File: src/design/surplus_charge_controller_macros.svh
// ----------------------------------------------------------------------------
// surplus charge controller assertion macros
// concurrent checks on the clock and reset of the including module
// ----------------------------------------------------------------------------
`ifndef SURPLUS_CHARGE_CONTROLLER_MACROS_SVH
`define SURPLUS_CHARGE_CONTROLLER_MACROS_SVH

`ifndef SYNTHESIS

// property holds at every edge outside reset
`define SCC_ASSERT(name, prop, msg) \
   name: assert property (@(posedge clock) disable iff (reset) (prop)) \
      else $error(msg);

// antecedent implies consequent in the next cycle
`define SCC_ASSERT_NEXT(name, ante, cons, msg) \
   name: assert property (@(posedge clock) disable iff (reset) (ante) |=> (cons)) \
      else $error(msg);

`else

`define SCC_ASSERT(name, prop, msg)
`define SCC_ASSERT_NEXT(name, ante, cons, msg)

`endif

`endif

File: src/design/scc_pkg.sv
// ----------------------------------------------------------------------------
// scc_pkg
// shared widths, register map, reset values and opcodes of the charge controller
// ----------------------------------------------------------------------------
package scc_pkg;

   localparam int DEF_TIME_BITS  = 32;
   localparam int DEF_POWER_BITS = 16;

   localparam int SOC_BITS       = 10;
   localparam int PTHR_BITS      = 16;
   localparam int DUR_BITS       = 32;
   localparam int TOLF_BITS      = 16;
   localparam int TOL_BITS       = TOLF_BITS + SOC_BITS;
   localparam int OPCODE_BITS    = 2;
   localparam int PHASE_BITS     = 3;
   localparam int CSR_INDEX_BITS = 3;
   localparam int CSR_DATA_BITS  = 32;

   // register map
   localparam logic [CSR_INDEX_BITS-1:0] CSR_SOC_THRESHOLD    = 3'd0;
   localparam logic [CSR_INDEX_BITS-1:0] CSR_POWER_THRESHOLD  = 3'd1;
   localparam logic [CSR_INDEX_BITS-1:0] CSR_CONDITION_TIME   = 3'd2;
   localparam logic [CSR_INDEX_BITS-1:0] CSR_MIN_CHARGE_TIME  = 3'd3;
   localparam logic [CSR_INDEX_BITS-1:0] CSR_TOLERANCE_FACTOR = 3'd4;

   // reset values
   localparam logic [SOC_BITS-1:0]  RST_SOC_THRESHOLD    = 10'd800;
   localparam logic [PTHR_BITS-1:0] RST_POWER_THRESHOLD  = 16'd0;
   localparam logic [DUR_BITS-1:0]  RST_CONDITION_TIME   = 32'd60000;
   localparam logic [DUR_BITS-1:0]  RST_MIN_CHARGE_TIME  = 32'd600000;
   localparam logic [TOLF_BITS-1:0] RST_TOLERANCE_FACTOR = 16'd256;

   typedef enum logic [OPCODE_BITS-1:0] {
      OP_SAMPLE = 2'd0,
      OP_FORCE  = 2'd1,
      OP_STOP   = 2'd2
   } opcode_type;

endpackage

File: src/design/surplus_charge_controller.sv
// ----------------------------------------------------------------------------
// surplus_charge_controller
// five-phase charger relay controller driven by timestamped samples and commands
// ----------------------------------------------------------------------------
// Takes one item per clock while the result is not stalled and returns one
// result per item. The item is held in the input register, and a single pass
// through the phase logic loads the result register. That pass holds one
// 16x10 tolerance multiply, two wrapping timer subtract-and-compares and the
// threshold compares. Each item sees the phase and timers left by the item
// before it. Configuration takes effect for items that pass the phase logic
// after the write; csr_ready is always high.
`include "surplus_charge_controller_macros.svh"

module surplus_charge_controller
   import scc_pkg::*;
#(
   parameter int TIME_BITS  = DEF_TIME_BITS,
   parameter int POWER_BITS = DEF_POWER_BITS
) (
   input  logic                         clock,
   input  logic                         reset,

   input  logic                         req_valid,
   output logic                         req_stall,
   input  logic [OPCODE_BITS-1:0]       req_opcode,
   input  logic [TIME_BITS-1:0]         req_time_now,
   input  logic signed [POWER_BITS-1:0] req_grid_power,
   input  logic [SOC_BITS-1:0]          req_battery_soc,
   input  logic [DUR_BITS-1:0]          req_force_duration,

   output logic                         rsp_valid,
   input  logic                         rsp_stall,
   output logic                         rsp_relay_on,
   output logic                         rsp_relay_write,
   output logic [PHASE_BITS-1:0]        rsp_charge_phase,
   output logic                         rsp_forced_mode,

   input  logic                         csr_valid,
   output logic                         csr_ready,
   input  logic [CSR_INDEX_BITS-1:0]    csr_index,
   input  logic [CSR_DATA_BITS-1:0]     csr_wdata
);

   localparam int CMP_T_BITS = (TIME_BITS > DUR_BITS) ? TIME_BITS : DUR_BITS;
   localparam int SCALED_BITS = POWER_BITS + 8;
   localparam int CMP_P_BITS = ((SCALED_BITS > TOL_BITS) ? SCALED_BITS : TOL_BITS) + 1;

   typedef enum logic [PHASE_BITS-1:0] {
      PH_IDLE   = 3'd0,
      PH_PRE    = 3'd1,
      PH_MIN    = 3'd2,
      PH_ACTIVE = 3'd3,
      PH_POST   = 3'd4
   } phase_type;

   // wrapping elapsed time against a length
   function automatic logic timer_done(input logic [TIME_BITS-1:0] now,
                                       input logic [TIME_BITS-1:0] start,
                                       input logic [DUR_BITS-1:0]  len);
      logic [TIME_BITS-1:0] diff;
      diff = now - start;
      return CMP_T_BITS'(diff) >= CMP_T_BITS'(len);
   endfunction

   // configuration registers
   logic [SOC_BITS-1:0]          soc_threshold_ff;
   logic signed [POWER_BITS-1:0] power_threshold_ff;
   logic [DUR_BITS-1:0]          condition_time_ff;
   logic [DUR_BITS-1:0]          min_charge_time_ff;
   logic [TOLF_BITS-1:0]         tolerance_factor_ff;

   // input stage
   logic                         in_valid_ff;
   logic [OPCODE_BITS-1:0]       in_opcode_ff;
   logic [TIME_BITS-1:0]         in_time_ff;
   logic signed [POWER_BITS-1:0] in_power_ff;
   logic [SOC_BITS-1:0]          in_soc_ff;
   logic [DUR_BITS-1:0]          in_duration_ff;

   // controller state and next values
   phase_type                    phase_ff, phase_in;
   logic                         forced_ff, forced_in;
   logic                         relay_ff, relay_in;
   logic [TIME_BITS-1:0]         cond_start_ff, cond_start_in;
   logic [TIME_BITS-1:0]         min_start_ff, min_start_in;
   logic [DUR_BITS-1:0]          min_length_ff, min_length_in;
   logic                         wrote_in;

   // result register
   logic                         out_valid_ff;
   logic                         out_relay_ff;
   logic                         out_write_ff;
   phase_type                    out_phase_ff;
   logic                         out_forced_ff;

   logic                         advance;
   logic [TOL_BITS-1:0]          tol_prod;
   logic signed [CMP_P_BITS-1:0] pw_scaled;
   logic signed [CMP_P_BITS-1:0] tol_cmp;
   logic                         pw_low;
   logic                         pw_positive;
   logic                         soc_high;
   logic                         over_tol;
   logic                         under_tol;
   logic                         cond_done;
   logic                         min_done;

   assign csr_ready = 1'b1;

   always_ff @(posedge clock) begin
      if (reset) begin
         soc_threshold_ff    <= RST_SOC_THRESHOLD;
         power_threshold_ff  <= POWER_BITS'(RST_POWER_THRESHOLD);
         condition_time_ff   <= RST_CONDITION_TIME;
         min_charge_time_ff  <= RST_MIN_CHARGE_TIME;
         tolerance_factor_ff <= RST_TOLERANCE_FACTOR;
      end else if (csr_valid && csr_ready) begin
         case (csr_index)
            CSR_SOC_THRESHOLD: begin
               soc_threshold_ff <= csr_wdata[SOC_BITS-1:0];
            end
            CSR_POWER_THRESHOLD: begin
               // 16-bit value, then seen at the power width
               power_threshold_ff <= POWER_BITS'(csr_wdata[PTHR_BITS-1:0]);
            end
            CSR_CONDITION_TIME: begin
               condition_time_ff <= csr_wdata[DUR_BITS-1:0];
            end
            CSR_MIN_CHARGE_TIME: begin
               min_charge_time_ff <= csr_wdata[DUR_BITS-1:0];
            end
            CSR_TOLERANCE_FACTOR: begin
               tolerance_factor_ff <= csr_wdata[TOLF_BITS-1:0];
            end
            default: begin
            end
         endcase
      end
   end

   // handshake
   assign advance   = in_valid_ff && (!out_valid_ff || !rsp_stall);
   assign req_stall = in_valid_ff && !advance;

   always_ff @(posedge clock) begin
      if (reset) begin
         in_valid_ff <= 1'b0;
      end else if (!req_stall) begin
         in_valid_ff <= req_valid;
      end
   end

   always_ff @(posedge clock) begin
      if (req_valid && !req_stall) begin
         in_opcode_ff   <= req_opcode;
         in_time_ff     <= req_time_now;
         in_power_ff    <= req_grid_power;
         in_soc_ff      <= req_battery_soc;
         in_duration_ff <= req_force_duration;
      end
   end

   // compares
   assign tol_prod    = TOL_BITS'(tolerance_factor_ff) * TOL_BITS'(in_soc_ff);
   assign pw_scaled   = {{(CMP_P_BITS - SCALED_BITS){in_power_ff[POWER_BITS-1]}},
                         in_power_ff, 8'd0};
   assign tol_cmp     = $signed({{(CMP_P_BITS - TOL_BITS){1'b0}}, tol_prod});
   assign over_tol    = pw_scaled > tol_cmp;
   assign under_tol   = pw_scaled < tol_cmp;
   assign pw_low      = in_power_ff < power_threshold_ff;
   assign pw_positive = !in_power_ff[POWER_BITS-1] && (in_power_ff != '0);
   assign soc_high    = in_soc_ff > soc_threshold_ff;
   assign cond_done   = timer_done(in_time_ff, cond_start_ff, condition_time_ff);
   assign min_done    = timer_done(in_time_ff, min_start_ff, min_length_ff);

   always_comb begin
      phase_in      = phase_ff;
      forced_in     = forced_ff;
      relay_in      = relay_ff;
      cond_start_in = cond_start_ff;
      min_start_in  = min_start_ff;
      min_length_in = min_length_ff;
      wrote_in      = 1'b0;
      if (in_opcode_ff == OP_FORCE) begin
         relay_in      = 1'b1;
         wrote_in      = 1'b1;
         forced_in     = 1'b1;
         min_start_in  = in_time_ff;
         min_length_in = in_duration_ff;
         phase_in      = PH_MIN;
      end else if (in_opcode_ff == OP_STOP) begin
         relay_in  = 1'b0;
         wrote_in  = 1'b1;
         forced_in = 1'b0;
         phase_in  = PH_IDLE;
      end else if (in_opcode_ff == OP_SAMPLE) begin
         case (phase_ff)
            PH_IDLE: begin
               if (soc_high && pw_low) begin
                  cond_start_in = in_time_ff;
                  phase_in      = PH_PRE;
               end
            end
            PH_PRE: begin
               if (!pw_low) begin
                  phase_in = PH_IDLE;
               end else if (cond_done) begin
                  relay_in      = 1'b1;
                  wrote_in      = 1'b1;
                  forced_in     = 1'b0;
                  min_start_in  = in_time_ff;
                  min_length_in = min_charge_time_ff;
                  phase_in      = PH_MIN;
               end
            end
            PH_MIN: begin
               if (min_done) begin
                  // forced run ending while importing stops right away
                  if (forced_ff && pw_positive) begin
                     relay_in = 1'b0;
                     wrote_in = 1'b1;
                     phase_in = PH_IDLE;
                  end else begin
                     phase_in = PH_ACTIVE;
                  end
                  forced_in = 1'b0;
               end
            end
            PH_ACTIVE: begin
               if (over_tol) begin
                  cond_start_in = in_time_ff;
                  phase_in      = PH_POST;
               end
            end
            PH_POST: begin
               if (under_tol) begin
                  phase_in = PH_ACTIVE;
               end else if (cond_done) begin
                  relay_in  = 1'b0;
                  wrote_in  = 1'b1;
                  forced_in = 1'b0;
                  phase_in  = PH_IDLE;
               end
            end
            default: begin
               phase_in = PH_IDLE;
            end
         endcase
      end
   end

   always_ff @(posedge clock) begin
      if (reset) begin
         phase_ff      <= PH_IDLE;
         forced_ff     <= 1'b0;
         relay_ff      <= 1'b0;
         cond_start_ff <= '0;
         min_start_ff  <= '0;
         min_length_ff <= '0;
         out_valid_ff  <= 1'b0;
      end else begin
         if (advance) begin
            phase_ff      <= phase_in;
            forced_ff     <= forced_in;
            relay_ff      <= relay_in;
            cond_start_ff <= cond_start_in;
            min_start_ff  <= min_start_in;
            min_length_ff <= min_length_in;
            out_valid_ff  <= 1'b1;
            out_relay_ff  <= relay_in;
            out_write_ff  <= wrote_in;
            out_phase_ff  <= phase_in;
            out_forced_ff <= forced_in;
         end else if (!rsp_stall) begin
            out_valid_ff <= 1'b0;
         end
      end
   end

   assign rsp_valid        = out_valid_ff;
   assign rsp_relay_on     = out_relay_ff;
   assign rsp_relay_write  = out_write_ff;
   assign rsp_charge_phase = out_phase_ff;
   assign rsp_forced_mode  = out_forced_ff;

   `SCC_ASSERT(a_relay_tracks_phase,
      !out_valid_ff || (out_relay_ff == ((out_phase_ff == PH_MIN) ||
         (out_phase_ff == PH_ACTIVE) || (out_phase_ff == PH_POST))),
      "relay level disagrees with charge phase")
   `SCC_ASSERT(a_forced_only_in_min,
      !out_valid_ff || !out_forced_ff || (out_phase_ff == PH_MIN),
      "forced mode outside minimum phase")
   `SCC_ASSERT_NEXT(a_advance_gives_result, advance,
      out_valid_ff && (out_phase_ff == phase_ff),
      "item left input stage without a result")

endmodule
File: config.mk
export PLATFORM = sky130hd
export DESIGN_NAME = surplus_charge_controller
export DESIGN_NICKNAME = d
export VERILOG_FILES = /design/src/design/scc_pkg.sv /design/src/design/surplus_charge_controller.sv
export VERILOG_INCLUDE_DIRS = /design/src /design/src/design
export SDC_FILE = /design/constraint.sdc
export NUM_CORES = 1
export LEC_CHECK = 0
export BUFFER_PORTS_ARGS = -buffer_cell sky130_fd_sc_hd__buf_2
export CORE_MARGIN = 5
export CORE_UTILIZATION = 54
export CTS_BUF_LIST = sky130_fd_sc_hd__clkbuf_8 sky130_fd_sc_hd__clkbuf_16
export DETAILED_ROUTE_END_ITERATION = 10
export MAX_ROUTING_LAYER = met4
export PLACE_DENSITY = 0.78
export SYNTH_ARGS = -nofsm -noshare
export SYNTH_HDL_FRONTEND = slang
export SYNTH_SLANG_ARGS = --single-unit
File: constraint.sdc
create_clock -name clock -period 8.65 [get_ports clock]
set_clock_uncertainty 0.05 [all_clocks]
set_input_delay 1.2975 -clock clock [delete_from_list [all_inputs] [get_ports clock]]
set_output_delay 1.2975 -clock clock [all_outputs]
set_load 0.01 [all_outputs]
==> reports/metrics.cfg, run 1 <==
[power_and_ir_drop]
p_per_area_nw_per_um2=159
p_switching_mw=1.11
ir_worst_vdd_mv=0.173
seq_power_share_pct=40.8
cellInternalPower_mw=2.79
clkPwrFrac_pct=41.7
p_sw_share_pct=28.4
total_power_mw=3.90
p_leak_nw=10.4
combinationalPowerShare_pct=17.5

[final_layout]
layout.cells.non_filler=3173
nFillCells=3430
finalNetCount=3086
final_common_cell=nand2_1
drive_above_1_share_pct=9.28
synthToLayoutAreaGrowth_pct=11.2
final_cell_mix=nand2_1 (409), inv_1 (313), ha_1 (231)

[clock_network]
hold_buffers=0
post_cts_buffers=0
cts_tree=done
clk_path_buf_depth=3
htreeDepth=2
clk_latency_ns=0.56
clkTransAtPathRegs_ns=0.06
cts.sinks=307
numCtsBuffers=37
cts-root-buf=clkbuf_16
cts_resized=0

[drt]
drcViolationCount=0
via_count=18000
drtIter0Drc=1258
antenna_left=0
via_per_inst=5.68
wire_per_inst_microns=18.3
routed_wl_microns=58000
first_pass_iters=6

[timing]
tightestPinTransition_ns=1.13
period_share_pct=92.8
hold_viol=0
max_freq_mhz=125
fin_crit_ns=8.03
finalSetupTns_ns=0
setup_viol=0
worst_slack_ns=0.624
slew_headroom_pct=24.2
rsz0062_at_grt=false
maxSlewViolCount=0

[global_route]
track_usage_pct=26.7
grt_pass1_wl_microns=94000
overflow=0
grt_pass1_vias=18200
grt_max_degree=92
antenna_found_initial=2

[floorplan]
std_cell_rows=74
die_w_microns=212
io_pins=141
core_area_sq_um=40600
die_height_microns=212
die-area_sq_um=45000
start_util_pct=54.3

[synthesis]
synth_area_sq_um=22100
synth_edf_count=98
ys_seq_elements=307
syn_inst=2506
ys_types=71
synth_compound_area_share_pct=14.6
synth.avg_cell_area_sq_um=8.80
synth_top_family_by_area=adder cells
synth_seq_area_share_pct=32.3
ys_async_sr_fraction_pct=0
synthSimpleGateAreaFrac_pct=16.9
synth_top_area_share_pct=19.0
yosysTopAreaCell=dfxtp_1
synthAdderAreaFrac_pct=23.3
synth_xor_area_share_pct=2.82
synthMuxAreaShare_pct=2.95
synth_area_leaders=dfxtp_1 (19%), edfxtp_1 (13%), ha_1 (13%), fa_1 (10%), nand2_1 (7.0%)
synth_flop_cell=dfxtp_1
synth_nets=2982
yosysWarnings=0

[worst_setup_path]
cp_slowest_cell=edfxtp_1
worstSetupPathType=flip-flop to flip-flop
startpoint_type=flip-flop
r2r_start=in_soc_ff[9]$_DFFE_PP_
cp.required_ns=9.08
cpMostUsedCell=fa_1
crit_fanout=32
r2r_cells=29
end_kind=flip-flop
critPathMaxStageDelay_ns=0.65
rr_endpoint=cond_start_ff[31]$_SDFFE_PP0P_
critical_path_arrival_ns=8.46
r2r_setup_slack_ns=0.62

[place]
dp_slack_ns=0.642
dpl.hpwl_microns=43700
gp_congestion=0.933
post-place-cells=3103
numPortBuffers=139

[hold_path]
holdPathEnd=min_start_ff[10]$_SDFFE_PP0P_
whs_path_depth=2
min_path_type=flip-flop to flip-flop
worstHoldStart=min_start_ff[10]$_SDFFE_PP0P_

[outcome]
status=finished clean

[flow_run]
cap_violations=0

[kinds of logic (layout without fill, tap and decap cells)]
logic type               count (synthesis)  in the layout
XOR/XNOR                                71             71
other                                    1              3
AO/OA/AOI/OAI                          507            507
AND/OR/NAND/NOR                        806            806
multiplexers                            65             65
buffers and inverters                  405            538
flip-flops                             307            307
adder cells (fa/ha/maj)                344            344
[Yosys cell counts, types with 47 or more instances]
library cell and number:
nand2_1 409, inv_1 307, ha_1 232, a21oi_1 216
dfxtp_1 209, fa_1 112, nor2_1 107, edfxtp_1 98
and2_1 85, clkbuf_1 82, mux2i_1 65, nand2b_1 65
a21o_1 63, o21ai_0 61, a211oi_1 50, xnor2_1 47
[layer usage]
| metal | global-route usage (%) | up-vias | wire [microns] |
|---|---|---|---|
| met3 | 3.31 | 133 | 2900 |
| met1 | 32.7 | 8737 | 23900 |
| li1 | - | 8631 | - |
| met2 | 45.8 | 527 | 29100 |
| met5 | - | - | 0 |
| met4 | 9.37 | 0 | 2170 |
[power by group through the flow]
stage	combinational (mW)	sequential (mW)	clock [mW]
floorplan	0.482	1.60	0
global placement	0.647	1.62	0
CTS	0.681	1.59	1.66
finish	0.681	1.59	1.63
detailed placement	0.674	1.62	0
global route	0.768	1.60	1.71
[sequential cells by signal, summed over array words and instances (netlist names), 3 cells and up]
name / count
rsp_charge_phase: 3
power_threshold_ff: 16
soc_threshold_ff: 10
min_length_ff: 32
in_power_ff: 16
in_soc_ff: 10
in_time_ff: 32
cond_start_ff: 32
in_duration_ff: 32
tolerance_factor_ff: 16
condition_time_ff: 32
phase_ff: 3
min_charge_time_ff: 32
min_start_ff: 32
[worst max path at each step]
| stage | slack [ns] | start | endpoint | depth (start not counted) |
|---|---|---|---|---|
| 3_3_place_gp | 0.80 | in_soc_ff[9]$_DFFE_PP_ | cond_start_ff[23]$_SDFFE_PP0P_ | 27 |
| 4_1_cts | 0.63 | in_soc_ff[9]$_DFFE_PP_ | cond_start_ff[1]$_SDFFE_PP0P_ | 27 |
| 5_1_grt | 0.13 | in_soc_ff[9]$_DFFE_PP_ | cond_start_ff[30]$_SDFFE_PP0P_ | 27 |
| 6_report | 0.62 | in_soc_ff[9]$_DFFE_PP_ | cond_start_ff[31]$_SDFFE_PP0P_ | 29 |
| 2_1_floorplan | 1.37 | in_soc_ff[3]$_DFFE_PP_ | cond_start_ff[10]$_SDFFE_PP0P_ | 29 |
| 3_5_place_dp | 0.64 | in_soc_ff[9]$_DFFE_PP_ | cond_start_ff[31]$_SDFFE_PP0P_ | 27 |
[final cells by class]
cell class | count | area, sq um | share of cell area [%]
flip-flops and latches | 307 | 7130 | 29.1
repair buffers | 163 | 907 | 3.70
clock inverters | 23 | 216 | 0.882
inverters | 307 | 1150 | 4.70
diodes | 2 | 5.00 | 0.0204
multi-input cells | 1794 | 13400 | 54.6
clock buffers | 45 | 1070 | 4.36
well taps | 532 | 666 | 2.71
[worst max-delay path: cells and delay by family (launching register included)]
| family | cells | cell delay [ns] |
|---|---|---|
| flops | 1 | 0.65 |
| compound gates | 8 | 1.50 |
| xor+xnor | 1 | 0.15 |
| buf+inv | 5 | 0.48 |
| simple gates | 7 | 1.49 |
| fa+ha+maj | 7 | 3.31 |
| mux | 1 | 0.24 |
[through the flow]
| stage | cell area (sq um) | utilization, % | hold slack [ns] |
|---|---|---|---|
| after detailed placement | 23200 | 57.2 | 0.397 |
| after floorplan | 22100 | - | 0.385 |
| final | 24500 | 60.3 | 0.402 |
| after CTS | 24500 | 60.3 | 0.405 |
| after global placement | 23200 | 57.2 | 0.391 |
| after global routing | 24500 | 60.3 | 0.418 |
(Power assumes the default switching activity.)
==> run 2, diff against run 1 <==
--- a/config.mk
+++ b/config.mk
@@ -7,6 +7,7 @@
 export NUM_CORES = 1
 export LEC_CHECK = 0
 export BUFFER_PORTS_ARGS = -buffer_cell sky130_fd_sc_hd__buf_2
+export CORE_ASPECT_RATIO = 1.75
 export CORE_MARGIN = 5
 export CORE_UTILIZATION = 54
 export CTS_BUF_LIST = sky130_fd_sc_hd__clkbuf_8 sky130_fd_sc_hd__clkbuf_16
==> constraint.sdc (replaced) <==
create_clock -name clock -period 8.65 [get_ports clock]
set_clock_uncertainty 0.05 [all_clocks]
set_input_delay 0.865 -clock clock [delete_from_list [all_inputs] [get_ports clock]]
set_output_delay 0.865 -clock clock [all_outputs]
set_load 0.01 [all_outputs]
==> run 2 against run 1 <==
Net effect: die area increased by 0.35%; via count decreased by 1.2%; non-clock buffer count decreased by 3; fmax decreased by 2.6%; highest routed layer unchanged; combinational power about the same; register-to-register slack got worse by 0.21 ns; sequential share of layout area increased by 0.35 points.
==> reports/metrics.cfg, run 2 (synthesis results as in run 1) <==
[outcome]
status=finished clean

[drt]
routed_wl_microns=59600  ; +2.7%
wire_per_inst_microns=18.8  ; +2.6%
first_pass_iters=6  ; unchanged
top_layer_used=met4
drtIter0Drc=1034  ; -18%
wirelength_met1_microns=21000  ; -12%
drcViolationCount=0  ; unchanged
met3_length_microns=2200  ; -24%
antenna_left=0  ; unchanged
wl_met2_microns=32500  ; +12%
via_per_inst=5.61  ; -1.2%
via_count=17800  ; -1.2%

[clock_network]
cts_tree=done
post_cts_buffers=0  ; unchanged
htreeDepth=1  ; -1
clk_latency_ns=0.58  ; +0.02 ns
hold_buffers=0  ; unchanged
clk_path_buf_depth=3  ; unchanged
cts-root-buf=clkbuf_16
cts.sinks=307  ; unchanged
clkTransAtPathRegs_ns=0.07  ; about the same
cts_resized=0  ; unchanged
numCtsBuffers=29  ; -22%

[power_and_ir_drop]
total_power_mw=3.59  ; -7.9%
p_per_area_nw_per_um2=148  ; -6.8%
ir_worst_vdd_mv=0.189  ; +9.0%
p_leak_nw=10.2  ; -1.3%

[global_route]
antenna_found_initial=2  ; unchanged
track_usage_pct=26.9  ; +0.24 points
grt_pass1_vias=18500  ; +1.8%
grt_max_degree=92  ; unchanged
overflow=0  ; unchanged
grt_pass1_wl_microns=94300  ; +0.38%

[final_layout]
layout.cells.non_filler=3175  ; +0.063%
synthToLayoutAreaGrowth_pct=9.86
drive_above_1_share_pct=8.58  ; -0.70 points
final_common_cell=nand2_1
finalNetCount=3075  ; -0.36%
final_cell_mix=nand2_1 (409), inv_1 (318), ha_1 (231)

[timing]
holdWs_ns=0.405  ; +0.00258 ns
setup_viol=0  ; unchanged
period_share_pct=95.3  ; +2.5 points
tightestPinTransition_ns=1.20  ; +0.0696 ns
fin_crit_ns=8.24  ; +0.213 ns
slew_headroom_pct=19.6  ; -4.7 points
rsz0062_at_grt=false
max_freq_mhz=121  ; -2.6%
hold_viol=0  ; unchanged
finalSetupTns_ns=0  ; unchanged
maxSlewViolCount=0  ; unchanged

[worst_setup_path]
cpMostUsedCell=fa_1
r2r_cells=29  ; unchanged
r2r_setup_slack_ns=0.41  ; -0.21 ns
rr_endpoint=cond_start_ff[2]$_SDFFE_PP0P_
cp_slowest_cell=edfxtp_1
startpoint_type=flip-flop
critPathMaxStageDelay_ns=0.64  ; about the same
cp.required_ns=9.08  ; about the same
critical_path_arrival_ns=8.67  ; +0.21 ns
worstSetupPathType=flip-flop to flip-flop
crit_fanout=32  ; unchanged
end_kind=flip-flop
r2r_start=in_soc_ff[9]$_DFFE_PP_

[hold_path]
min_path_type=flip-flop to flip-flop
whs_path_depth=2  ; unchanged
holdPathEnd=min_start_ff[20]$_SDFFE_PP0P_
worstHoldStart=min_start_ff[20]$_SDFFE_PP0P_

[floorplan]
core_area_sq_um=40700  ; +0.15%
die-area_sq_um=45200  ; +0.35%
io_pins=141  ; unchanged
std_cell_rows=98  ; +32%
start_util_pct=54.2  ; -0.083 points
die_w_microns=163  ; -23%
die_height_microns=277  ; +31%

[place]
gp_congestion=1.00  ; +7.6%
numPortBuffers=139  ; unchanged
dpl.hpwl_microns=46700  ; +7.0%
post-place-cells=3118  ; +0.48%

[flow_run]
cap_violations=0  ; unchanged

-- run 2: where the power goes --
| group | switching, mW | internal, mW | total [mW] |
|---|---|---|---|
| clock network | 0.569 | 0.753 | 1.32 |
| registers | 0.0535 | 1.54 | 1.59 |
| logic | 0.402 | 0.279 | 0.681 |
| total | 1.02 | 2.57 | 3.59 |
-- run 2: worst max-delay path by stage --
stage                      startpoint                        endpoint  depth (start not counted)
3_5_place_dp   in_soc_ff[9]$_DFFE_PP_   rsp_relay_write$_SDFFCE_PN1P_                         29
2_1_floorplan  in_soc_ff[3]$_DFFE_PP_  cond_start_ff[10]$_SDFFE_PP0P_                         29
5_1_grt        in_soc_ff[9]$_DFFE_PP_   cond_start_ff[2]$_SDFFE_PP0P_                         29
6_report       in_soc_ff[9]$_DFFE_PP_   cond_start_ff[2]$_SDFFE_PP0P_                         29
3_3_place_gp   in_soc_ff[6]$_DFFE_PP_   rsp_relay_write$_SDFFCE_PN1P_                         30
4_1_cts        in_soc_ff[9]$_DFFE_PP_   cond_start_ff[2]$_SDFFE_PP0P_                         29
-- run 2: metal layers --
layer / global-route usage [%] / up-vias
li1: - / 8585
met1: 26.8 / 8560
met2: 50.6 / 473
met3: 2.60 / 198
met4: 14.7 / 0
met5: - / -
-- run 2: worst max-delay path, delay by kind of cell, from the launching register on --
family	cells	cell delay [ns]
buf+inv	5	0.47
xor+xnor	1	0.16
compound gates	8	1.48
flops	1	0.64
mux	1	0.27
simple gates	7	1.75
fa+ha+maj	7	3.25
-- run 2: layout make-up --
cell class / instances / area (sq um)
Inverter: 307 / 1150
Sequential cell: 307 / 7130
Fill cell: 3652 / 16500
Antenna cell: 4 / 10.0
Timing Repair Buffer: 160 / 885
Clock inverter: 19 / 149
Clock buffer: 34 / 840
Multi-Input combinational cell: 1794 / 13400
Tap cell: 550 / 688
-- run 2: stage by stage --
step | utilization [%] | setup WS (ns) | instance area (sq um)
after global routing | 59.5 | 0.0294 | 24200
after global placement | 57.1 | 0.636 | 23200
final | 59.5 | 0.411 | 24200
after CTS | 59.5 | 0.529 | 24200
after detailed placement | 57.1 | 0.561 | 23200
after floorplan | - | 1.37 | 22100
